<file path="src/design/nec_ir_edge_decoder_top_defines.svh">
// Assertion macros used by the back end of the NEC infrared edge decoder.
`ifndef NEC_IR_EDGE_DECODER_TOP_DEFINES_SVH
`define NEC_IR_EDGE_DECODER_TOP_DEFINES_SVH

// The consequent must hold in the same cycle as the antecedent.
`define NIRD_ASSERT_NOW(label, clk, rst_n, ante, cons, msg) \
    label: assert property (@(posedge clk) disable iff (!rst_n) (ante) |-> (cons)) \
        else $error(msg);

// The consequent must hold in the cycle after the antecedent.
`define NIRD_ASSERT_NEXT(label, clk, rst_n, ante, cons, msg) \
    label: assert property (@(posedge clk) disable iff (!rst_n) (ante) |=> (cons)) \
        else $error(msg);

`endif

</file>
<file path="src/design/nird_pkg.sv">
// Types and constants shared by the NEC infrared edge decoder modules.
`timescale 1ns / 1ps

package nird_pkg;

    localparam int TIME_W    = 32;
    localparam int DUR_W     = 16;
    localparam int TIMEOUT_W = 20;
    localparam int MSG_W     = 32;
    localparam int BITS_W    = 6;
    localparam int STATUS_W  = 3;
    localparam int EDGE_W    = 7;
    localparam int CFG_IDX_W = 3;
    localparam int CFG_DAT_W = 20;

    // Depths of the command and result queues; powers of two.
    localparam int CMD_DEPTH = 4;
    localparam int RES_DEPTH = 4;

    // Configuration register indexes.
    localparam logic [CFG_IDX_W-1:0] REG_START_PULSE = 3'd0;
    localparam logic [CFG_IDX_W-1:0] REG_START_SPACE = 3'd1;
    localparam logic [CFG_IDX_W-1:0] REG_ONE_GAP     = 3'd2;
    localparam logic [CFG_IDX_W-1:0] REG_ZERO_GAP    = 3'd3;
    localparam logic [CFG_IDX_W-1:0] REG_SLACK       = 3'd4;
    localparam logic [CFG_IDX_W-1:0] REG_TIMEOUT     = 3'd5;

    // Values of the registers after reset.
    localparam logic [DUR_W-1:0]     RST_START_PULSE = 16'd9000;
    localparam logic [DUR_W-1:0]     RST_START_SPACE = 16'd4500;
    localparam logic [DUR_W-1:0]     RST_ONE_GAP     = 16'd2250;
    localparam logic [DUR_W-1:0]     RST_ZERO_GAP    = 16'd1125;
    localparam logic [DUR_W-1:0]     RST_SLACK       = 16'd300;
    localparam logic [TIMEOUT_W-1:0] RST_TIMEOUT     = 20'd10000;

    // Result status codes.
    localparam logic [STATUS_W-1:0] ST_DECODED  = 3'd0;
    localparam logic [STATUS_W-1:0] ST_TOO_FEW  = 3'd1;
    localparam logic [STATUS_W-1:0] ST_BAD_START = 3'd2;
    localparam logic [STATUS_W-1:0] ST_BAD_TIMING = 3'd3;
    localparam logic [STATUS_W-1:0] ST_OVERFLOW = 3'd4;

    typedef struct packed {
        logic              operation;
        logic              edge_fall;
        logic              edge_rise;
        logic [TIME_W-1:0] time_us;
    } nird_in_t;

    typedef struct packed {
        logic [MSG_W-1:0]    message;
        logic [BITS_W-1:0]   bit_total;
        logic [STATUS_W-1:0] status;
    } nird_out_t;

    typedef enum logic {
        CMD_EDGE,
        CMD_TICK
    } cmd_kind_t;

    typedef struct packed {
        cmd_kind_t         kind;
        logic              fall;
        logic              rise;
        logic [TIME_W-1:0] time_us;
    } cmd_t;

    // Inclusive acceptance window for a duration.
    typedef struct packed {
        logic [DUR_W-1:0] lo;
        logic [DUR_W:0]   hi;
    } win_t;

    typedef struct packed {
        win_t                 pulse;
        win_t                 space;
        win_t                 one;
        win_t                 zero;
        logic [TIMEOUT_W-1:0] timeout;
    } bounds_t;

endpackage

</file>
<file path="src/design/nird_fifo.sv">
// Small first-in first-out queue with full and empty flags.
`timescale 1ns / 1ps

module nird_fifo #(
    parameter int WIDTH = 8,
    parameter int DEPTH = 4
) (
    input  logic             clk,
    input  logic             rst_n,
    input  logic             push,
    input  logic [WIDTH-1:0] wr_data,
    output logic             full,
    input  logic             pop,
    output logic [WIDTH-1:0] rd_data,
    output logic             empty
);

    localparam int AW = $clog2(DEPTH);

    logic [WIDTH-1:0] mem [DEPTH];
    logic [AW:0]      wr_ptr_reg;
    logic [AW:0]      rd_ptr_reg;
    logic             do_push;
    logic             do_pop;

    assign full    = (wr_ptr_reg[AW] != rd_ptr_reg[AW]) &&
                     (wr_ptr_reg[AW-1:0] == rd_ptr_reg[AW-1:0]);
    assign empty   = (wr_ptr_reg == rd_ptr_reg);
    assign do_push = push && !full;
    assign do_pop  = pop && !empty;
    assign rd_data = mem[rd_ptr_reg[AW-1:0]];

    always_ff @(posedge clk)
    begin
        if (do_push)
        begin
            mem[wr_ptr_reg[AW-1:0]] <= wr_data;
        end
    end

    always_ff @(posedge clk or negedge rst_n)
    begin
        if (!rst_n)
        begin
            wr_ptr_reg <= '0;
            rd_ptr_reg <= '0;
        end
        else
        begin
            if (do_push)
            begin
                wr_ptr_reg <= wr_ptr_reg + 1'b1;
            end
            if (do_pop)
            begin
                rd_ptr_reg <= rd_ptr_reg + 1'b1;
            end
        end
    end

endmodule

</file>
<file path="src/design/nird_front.sv">
// Front end: configuration registers, window bounds and input classification.
`timescale 1ns / 1ps

module nird_front (
    input  logic                                clk,
    input  logic                                rst_n,
    input  logic                                push,
    input  nird_pkg::nird_in_t                  item,
    input  logic                                cmd_full,
    output logic                                cmd_push,
    output nird_pkg::cmd_t                      cmd,
    input  logic                                cfg_we,
    input  logic [nird_pkg::CFG_IDX_W-1:0]      cfg_index,
    input  logic [nird_pkg::CFG_DAT_W-1:0]      cfg_data,
    output nird_pkg::bounds_t                   bounds
);

    import nird_pkg::*;

    logic [DUR_W-1:0]     start_pulse_reg;
    logic [DUR_W-1:0]     start_space_reg;
    logic [DUR_W-1:0]     one_gap_reg;
    logic [DUR_W-1:0]     zero_gap_reg;
    logic [DUR_W-1:0]     slack_reg;
    logic [TIMEOUT_W-1:0] timeout_reg;
    bounds_t              bounds_reg;
    bounds_t              bounds_next;

    // The lower bound saturates at zero when the slack exceeds the nominal value.
    function automatic win_t win_of(input logic [DUR_W-1:0] nom,
                                    input logic [DUR_W-1:0] slack);
        win_t w;
        w.lo = (nom >= slack) ? (nom - slack) : '0;
        w.hi = {1'b0, nom} + {1'b0, slack};
        return w;
    endfunction

    always_ff @(posedge clk or negedge rst_n)
    begin
        if (!rst_n)
        begin
            start_pulse_reg <= RST_START_PULSE;
            start_space_reg <= RST_START_SPACE;
            one_gap_reg     <= RST_ONE_GAP;
            zero_gap_reg    <= RST_ZERO_GAP;
            slack_reg       <= RST_SLACK;
            timeout_reg     <= RST_TIMEOUT;
        end
        else if (cfg_we)
        begin
            unique case (cfg_index)
                REG_START_PULSE: start_pulse_reg <= cfg_data[DUR_W-1:0];
                REG_START_SPACE: start_space_reg <= cfg_data[DUR_W-1:0];
                REG_ONE_GAP:     one_gap_reg     <= cfg_data[DUR_W-1:0];
                REG_ZERO_GAP:    zero_gap_reg    <= cfg_data[DUR_W-1:0];
                REG_SLACK:       slack_reg       <= cfg_data[DUR_W-1:0];
                REG_TIMEOUT:     timeout_reg     <= cfg_data[TIMEOUT_W-1:0];
                default:         ;
            endcase
        end
    end

    always_comb
    begin
        bounds_next.pulse   = win_of(start_pulse_reg, slack_reg);
        bounds_next.space   = win_of(start_space_reg, slack_reg);
        bounds_next.one     = win_of(one_gap_reg, slack_reg);
        bounds_next.zero    = win_of(zero_gap_reg, slack_reg);
        bounds_next.timeout = timeout_reg;
    end

    // Bounds follow the registers in the cycle after a write, which is still before an item
    // transferred after a configuration write can reach the back end.
    always_ff @(posedge clk or negedge rst_n)
    begin
        if (!rst_n)
        begin
            bounds_reg.pulse   <= win_of(RST_START_PULSE, RST_SLACK);
            bounds_reg.space   <= win_of(RST_START_SPACE, RST_SLACK);
            bounds_reg.one     <= win_of(RST_ONE_GAP, RST_SLACK);
            bounds_reg.zero    <= win_of(RST_ZERO_GAP, RST_SLACK);
            bounds_reg.timeout <= RST_TIMEOUT;
        end
        else
        begin
            bounds_reg <= bounds_next;
        end
    end

    assign bounds = bounds_reg;

    // Ticks ignore the edge flags, so they are dropped here.
    always_comb
    begin
        cmd_push     = push && !cmd_full;
        cmd.kind     = item.operation ? CMD_TICK : CMD_EDGE;
        cmd.fall     = item.edge_fall && !item.operation;
        cmd.rise     = item.edge_rise && !item.operation;
        cmd.time_us  = item.time_us;
    end

endmodule

</file>
<file path="src/design/nird_back.sv">
// Back end: frame state, incremental bit decoding and result generation.
`timescale 1ns / 1ps
`include "nec_ir_edge_decoder_top_defines.svh"

module nird_back #(
    parameter int BUFFER_DEPTH = 64,
    parameter int MESSAGE_BITS = 32
) (
    input  logic               clk,
    input  logic               rst_n,
    input  nird_pkg::cmd_t     cmd,
    input  logic               cmd_empty,
    output logic               cmd_pop,
    input  nird_pkg::bounds_t  bounds,
    input  logic               res_full,
    output logic               res_push,
    output nird_pkg::nird_out_t res
);

    import nird_pkg::*;

    logic [EDGE_W-1:0]       edge_total_reg,  edge_total_next;
    logic                    start_ok_reg,    start_ok_next;
    logic [TIME_W-1:0]       last_fall_reg,   last_fall_next;
    logic [TIME_W-1:0]       last_edge_reg,   last_edge_next;
    logic [MESSAGE_BITS-1:0] shift_bits_reg,  shift_bits_next;
    logic [BITS_W-1:0]       bits_taken_reg,  bits_taken_next;
    logic                    timing_bad_reg,  timing_bad_next;

    logic [TIME_W-1:0] since_edge;
    logic [TIME_W-1:0] since_fall;
    logic              in_pulse;
    logic              in_space;
    logic              in_one;
    logic              in_zero;

    function automatic logic in_win(input logic [TIME_W-1:0] d, input win_t w);
        return (d >= TIME_W'(w.lo)) && (d <= TIME_W'(w.hi));
    endfunction

    assign since_edge = cmd.time_us - last_edge_reg;
    assign since_fall = cmd.time_us - last_fall_reg;
    assign in_pulse   = in_win(since_edge, bounds.pulse);
    assign in_space   = in_win(since_edge, bounds.space);
    assign in_one     = in_win(since_fall, bounds.one);
    assign in_zero    = in_win(since_fall, bounds.zero);

    always_comb
    begin
        edge_total_next = edge_total_reg;
        start_ok_next   = start_ok_reg;
        last_fall_next  = last_fall_reg;
        last_edge_next  = last_edge_reg;
        shift_bits_next = shift_bits_reg;
        bits_taken_next = bits_taken_reg;
        timing_bad_next = timing_bad_reg;
        res_push        = 1'b0;
        res             = '0;
        cmd_pop         = !cmd_empty && !res_full;

        if (cmd_pop)
        begin
            if (cmd.kind == CMD_TICK)
            begin
                if ((edge_total_reg != '0) && (since_edge > TIME_W'(bounds.timeout)))
                begin
                    res_push = 1'b1;
                    priority if (edge_total_reg < EDGE_W'(3))
                    begin
                        res.status = ST_TOO_FEW;
                    end
                    else if (!start_ok_reg)
                    begin
                        res.status = ST_BAD_START;
                    end
                    else if (timing_bad_reg)
                    begin
                        res.status = ST_BAD_TIMING;
                    end
                    else
                    begin
                        res.status    = ST_DECODED;
                        res.message   = MSG_W'(shift_bits_reg);
                        res.bit_total = bits_taken_reg;
                    end
                    edge_total_next = '0;
                    start_ok_next   = 1'b0;
                    last_fall_next  = '0;
                    shift_bits_next = '0;
                    bits_taken_next = '0;
                    timing_bad_next = 1'b0;
                end
            end
            else if (edge_total_reg >= EDGE_W'(BUFFER_DEPTH))
            begin
                // A full frame buffer drops the edge and restarts the frame.
                res_push        = 1'b1;
                res.status      = ST_OVERFLOW;
                edge_total_next = '0;
                start_ok_next   = 1'b0;
                last_fall_next  = '0;
                shift_bits_next = '0;
                bits_taken_next = '0;
                timing_bad_next = 1'b0;
            end
            else
            begin
                priority if (edge_total_reg == EDGE_W'(0))
                begin
                    start_ok_next = cmd.fall;
                end
                else if (edge_total_reg == EDGE_W'(1))
                begin
                    start_ok_next = start_ok_reg && cmd.rise && in_pulse;
                end
                else if (edge_total_reg == EDGE_W'(2))
                begin
                    start_ok_next  = start_ok_reg && cmd.fall && in_space;
                    last_fall_next = cmd.time_us;
                end
                else if (!timing_bad_reg && (bits_taken_reg < BITS_W'(MESSAGE_BITS)) &&
                         !cmd.rise)
                begin
                    // Any data edge without the rising flag counts as a fall.
                    last_fall_next = cmd.time_us;
                    if (in_one)
                    begin
                        shift_bits_next = (shift_bits_reg << 1) | MESSAGE_BITS'(1);
                        bits_taken_next = bits_taken_reg + 1'b1;
                    end
                    else if (in_zero)
                    begin
                        shift_bits_next = shift_bits_reg << 1;
                        bits_taken_next = bits_taken_reg + 1'b1;
                    end
                    else
                    begin
                        timing_bad_next = 1'b1;
                    end
                end
                last_edge_next  = cmd.time_us;
                edge_total_next = edge_total_reg + 1'b1;
            end
        end
    end

    always_ff @(posedge clk or negedge rst_n)
    begin
        if (!rst_n)
        begin
            edge_total_reg <= '0;
            start_ok_reg   <= 1'b0;
            last_fall_reg  <= '0;
            last_edge_reg  <= '0;
            shift_bits_reg <= '0;
            bits_taken_reg <= '0;
            timing_bad_reg <= 1'b0;
        end
        else
        begin
            edge_total_reg <= edge_total_next;
            start_ok_reg   <= start_ok_next;
            last_fall_reg  <= last_fall_next;
            last_edge_reg  <= last_edge_next;
            shift_bits_reg <= shift_bits_next;
            bits_taken_reg <= bits_taken_next;
            timing_bad_reg <= timing_bad_next;
        end
    end

    `NIRD_ASSERT_NOW(a_result_needs_command, clk, rst_n, res_push, cmd_pop, "result without command")
    `NIRD_ASSERT_NOW(a_bits_bounded, clk, rst_n, 1'b1, bits_taken_reg <= BITS_W'(MESSAGE_BITS), "bit count beyond message width")
    `NIRD_ASSERT_NOW(a_edges_bounded, clk, rst_n, 1'b1, edge_total_reg <= EDGE_W'(BUFFER_DEPTH), "edge count beyond buffer depth")
    `NIRD_ASSERT_NOW(a_failed_frame_empty, clk, rst_n, res_push && (res.status != ST_DECODED), (res.message == '0) && (res.bit_total == '0), "failed frame carries data")
    `NIRD_ASSERT_NEXT(a_result_clears_frame, clk, rst_n, res_push, (edge_total_reg == '0) && (bits_taken_reg == '0) && !timing_bad_reg, "frame not cleared after result")

endmodule

</file>
<file path="src/design/nec_ir_edge_decoder_top.sv">
// NEC infrared edge decoder: a result is pushed in the same cycle as its command is popped.
// Throughput is one item per cycle while neither queue is full; the frame update is registered.
// Command and result queues of four entries each let the input and output sides stall apart.
// Reset is asynchronous and active low; it empties both queues, clears the frame and
// restores the configuration registers to their default timings.
`timescale 1ns / 1ps

module nec_ir_edge_decoder_top #(
    parameter int BUFFER_DEPTH = 64,
    parameter int MESSAGE_BITS = 32
) (
    input  logic                           clk,
    input  logic                           rst_n,
    input  logic                           push,
    output logic                           full,
    input  nird_pkg::nird_in_t             item,
    output logic                           empty,
    input  logic                           pop,
    output nird_pkg::nird_out_t            result,
    input  logic                           cfg_we,
    input  logic [nird_pkg::CFG_IDX_W-1:0] cfg_index,
    input  logic [nird_pkg::CFG_DAT_W-1:0] cfg_data
);

    import nird_pkg::*;

    logic      cmd_push;
    logic      cmd_full;
    logic      cmd_empty;
    logic      cmd_pop;
    cmd_t      cmd_in;
    cmd_t      cmd_out;
    bounds_t   bounds;
    logic      res_push;
    logic      res_full;
    nird_out_t res_in;

    assign full = cmd_full;

    nird_front u_front (
        .clk       (clk),
        .rst_n     (rst_n),
        .push      (push),
        .item      (item),
        .cmd_full  (cmd_full),
        .cmd_push  (cmd_push),
        .cmd       (cmd_in),
        .cfg_we    (cfg_we),
        .cfg_index (cfg_index),
        .cfg_data  (cfg_data),
        .bounds    (bounds)
    );

    nird_fifo #(
        .WIDTH ($bits(cmd_t)),
        .DEPTH (CMD_DEPTH)
    ) u_cmd_fifo (
        .clk     (clk),
        .rst_n   (rst_n),
        .push    (cmd_push),
        .wr_data (cmd_in),
        .full    (cmd_full),
        .pop     (cmd_pop),
        .rd_data (cmd_out),
        .empty   (cmd_empty)
    );

    nird_back #(
        .BUFFER_DEPTH (BUFFER_DEPTH),
        .MESSAGE_BITS (MESSAGE_BITS)
    ) u_back (
        .clk       (clk),
        .rst_n     (rst_n),
        .cmd       (cmd_out),
        .cmd_empty (cmd_empty),
        .cmd_pop   (cmd_pop),
        .bounds    (bounds),
        .res_full  (res_full),
        .res_push  (res_push),
        .res       (res_in)
    );

    nird_fifo #(
        .WIDTH ($bits(nird_out_t)),
        .DEPTH (RES_DEPTH)
    ) u_res_fifo (
        .clk     (clk),
        .rst_n   (rst_n),
        .push    (res_push),
        .wr_data (res_in),
        .full    (res_full),
        .pop     (pop),
        .rd_data (result),
        .empty   (empty)
    );

endmodule

</file>
<file path="config.mk">
export PLATFORM = sky130hd
export DESIGN_NAME = nec_ir_edge_decoder_top
export DESIGN_NICKNAME = d
export VERILOG_FILES = /design/src/design/nird_pkg.sv /design/src/design/nird_fifo.sv /design/src/design/nird_front.sv /design/src/design/nird_back.sv /design/src/design/nec_ir_edge_decoder_top.sv
export VERILOG_INCLUDE_DIRS = /design/src /design/src/design
export SDC_FILE = /design/constraint.sdc
export NUM_CORES = 1
export LEC_CHECK = 0
export ABC_AREA = 0
export BUFFER_PORTS_ARGS = -buffer_cell sky130_fd_sc_hd__buf_4
export CORE_MARGIN = 10
export CORE_UTILIZATION = 60
export CTS_CLUSTER_SIZE = 25
export DETAILED_ROUTE_END_ITERATION = 8
export PLACE_DENSITY = 0.76
export SYNTH_ARGS = -nofsm -noshare
export SYNTH_HDL_FRONTEND = slang
export SYNTH_SLANG_ARGS = --single-unit
</file>
<file path="constraint.sdc">
create_clock -name clk -period 10.32 [get_ports clk]
set_clock_uncertainty 0.05 [all_clocks]
set_input_delay 1.032 -clock clk [delete_from_list [all_inputs] [get_ports clk]]
set_output_delay 1.032 -clock clk [all_outputs]
set_load 0.005 [all_outputs]
</file>
==> results by group <==
Critical path
  • Reg2reg start: u_cmd_fifo.rd_ptr_reg[1]
  • Worst R2R End: u_res_fifo.mem[1][17]
  • Critical Path RT: around 11 ns
  • CP startpoint kind: flop
  • FF-to-FF path depth: 20
  • Top delay family on crit path: compound AO/OA/AOI/OAI gates
  • Worst path max stage delay: about 1.1 ns
  • CP bufs+invs: 1
  • Slowest-stage cell, CP: dfrtp_1
  • Crit. End Element: flop
  • Crit path from: u_cmd_fifo.rd_ptr_reg[1]
  • WS Path Type: reg -> reg
  • Largest fanout on the critical path: 26
  • R2R Setup Slk: ~2.1 ns
  • CP Cell Sequence: mux4_2 > ha_1 > nand2_1 > o21ai_0 > a21boi_0 > a21oi_1 > nor2_1 > xnor2_1 > ha_1 > nand4_1 > or2_2 > or4_1 > o221a_2 > a31oi_1 > or3_1 > o21ai_0 > or3_1 > a21oi_1 > nor2b_4 > buf_4
  • Worst EP arrival: roughly 8.5 ns

Placed design
  • Final GP Congestion: between 0.9 and 1
  • Post-DP HPWL: ~73000 µm
  • Post-place setup slack: between 2 and 2.5 ns
  • Buffers on Ports: 105

Final layout
  • Most frequent cells in the layout: ha_1 (356), inv_1 (327), edfxtp_1 (304)
  • Area Growth Syn to Fin: 11.2%
  • Commonest non-fill, non-tap cell in the layout: ha_1
  • NumNets Final: roughly 3900
  • Antenna diodes: 0
  • Number of flip-flops in the largest register: ~160
  • Share of layout cells above drive strength 1: between 15 and 20%
  • Fill cells: around 4700

Synth
  • Yosys reg bits: about 680
  • Cells after synthesis: roughly 3400
  • Avg Synthesized Cell Area: 11.3 µm²
  • Ys Warns: 0
  • Top cells by area, synth: edfxtp_1 (24%), dfrtp_1 (19%), ha_1 (12%), dfstp_2 (5.7%), mux4_2 (4.6%)
  • Post-synthesis cell area: 0.0380 mm²
  • FFs w/ async S/R, synth: between 50% and 60%
  • Number of library cell types mapped by synthesis: 86
  • Synth area leader: edfxtp_1
  • Syn Nets: 3798
  • Top_reg_cell synth: edfxtp_1
  • EDFF count, synth: 304
  • Post-synthesis sequential area ratio: approximately half
  • Share of the synthesized area in the top cell type: 24.0%

STA
  • Unrepaired setup endpoints after global routing: no
  • Endpoints failing setup: 0
  • Worst-Margin Slew: 1.10 ns
  • Period utilization: 79.4%
  • Hold Vio Cnt, Final: 0
  • Worst Setup Slack, final: 2.12 ns
  • Setup TNS: 0 ns
  • Final critical-path required period: just over 8 ns
  • Fin. max-slew vios: 0
  • Relative slew slack: a little over a quarter
  • Max Fclk: 0.122 GHz

CTS
  • Clock tree from TritonCTS: built
  • CTS sink count: just under 700
  • Max Root-Sink Buffers: 3
  • # resized after CTS: 0
  • CTS Hold Bufs: 0
  • Clk Latency, worst-skew pair: between 0.6 and 0.7 ns
  • Root Buffer: clkbuf_16
  • H-tree levels: 3
  • CTS buffer count: 74
  • CTS clk-pin slew, worst paths: approximately 0.060 ns
  • Postcts setup bufs: 0

GRT
  • Initial antenna violation count: 1
  • GRT overflow: 0
  • Number of global-route vias before repair: about 27000
  • Largest net degree at the start of global routing: 162
  • Global Route Usage Sum: a little over a quarter
  • First-pass GRT wire length: approximately 160000 µm

Worst hold path
  • HP Class: in -> async

Routing
  • Vias/cell: ~6.1
  • Antenna viol nets, final: 0
  • Initial detailed-routing violation count: 2229
  • Via Count: 26396
  • Detailed Route WL: about 100000 µm
  • Routed len/inst: about 23 µm
  • DRC violations left: 0
  • Router iterations before antenna repair: 6

Die
  • Starting Density: roughly three fifths
  • I/O pin cnt: ~110
  • Die footprint: 0.0738 mm²
  • Core area: 0.0629 mm²
  • Die H: between 200 and 300 µm
  • Die W: about 270 µm
  • Std cell rows: 92

Run
  • Max-cap violations: 0

Status
  • Status: completed
==> kinds of logic (layout without fill, tap and decap cells) <==
logic type,after synthesis,in the layout,synth area share [%]
and+or+nand+nor,775,775,10.2
AOI/OAI and AO/OA,745,745,12.6
DFF,679,679,49.0
buffers and inverters,461,598,4.59
adders and majority gates,366,366,12.3
muxes,193,193,7.90
xor gates and xnor gates,150,150,3.50
==> cells in the mapped netlist, types with 60 or more instances <==
master / count
a21o_1: 63
a21oi_1: 174
and2_1: 60
clkbuf_1: 114
dfrtp_1: 293
dfstp_2: 82
edfxtp_1: 304
ha_1: 356
inv_1: 327
mux2_2: 83
mux4_2: 77
nand2_1: 245
nor2_1: 152
o21ai_0: 207
xnor2_1: 103
==> worst max path at each step <==
| stage | end | slack, ns | depth (start not counted) |
|---|---|---|---|
| floorplan | u_res_fifo.mem[3][0] | 2.63 | 20 |
| global placement | u_res_fifo.mem[0][26] | 2.24 | 23 |
| detailed placement | u_res_fifo.mem[0][26] | 2.19 | 23 |
| CTS | u_res_fifo.mem[1][14] | 2.18 | 23 |
| global route | u_res_fifo.mem[0][16] | 1.72 | 23 |
| finish | u_res_fifo.mem[1][17] | 2.12 | 20 |
==> routing by layer <==
metal	part of all wire [%]	track usage (%)	vias to the layer above	wire length, µm
li1	-	-	12311	-
met1	42	34.8	13074	42000
met2	49	45.5	804	48800
met3	4.7	2.93	205	4650
met4	4.6	12.0	2	4580
met5	0.011	0	-	11
==> layout make-up <==
type / instances / area [µm²] / share of cell area, %
Clock buffer: 93 / 2010 / 4.77
Multi-Input combinational cell: 2229 / 17700 / 41.9
Sequential cell: 679 / 18600 / 44.1
Timing Repair Buffer: 133 / 1020 / 2.41
Tap cell: 846 / 1060 / 2.51
Clock inverter: 45 / 602 / 1.42
Inverter: 327 / 1230 / 2.90
==> stage by stage <==
stage | hold WS, ns | area, µm² | util (%) | std cells
after floorplan | 0.299 | 38000 | - | 3369
after global placement | 0.303 | 39600 | 63.1 | 4214
after detailed placement | 0.307 | 39600 | 63.1 | 4214
after CTS | 0.313 | 42300 | 67.2 | 4352
after global routing | 0.312 | 42300 | 67.2 | 4352
final | 0.302 | 42300 | 67.2 | 4352
Power is left out: the tool's default activity adds up to more than one toggle a clock period on the data nets, which glitch-free logic cannot reach.
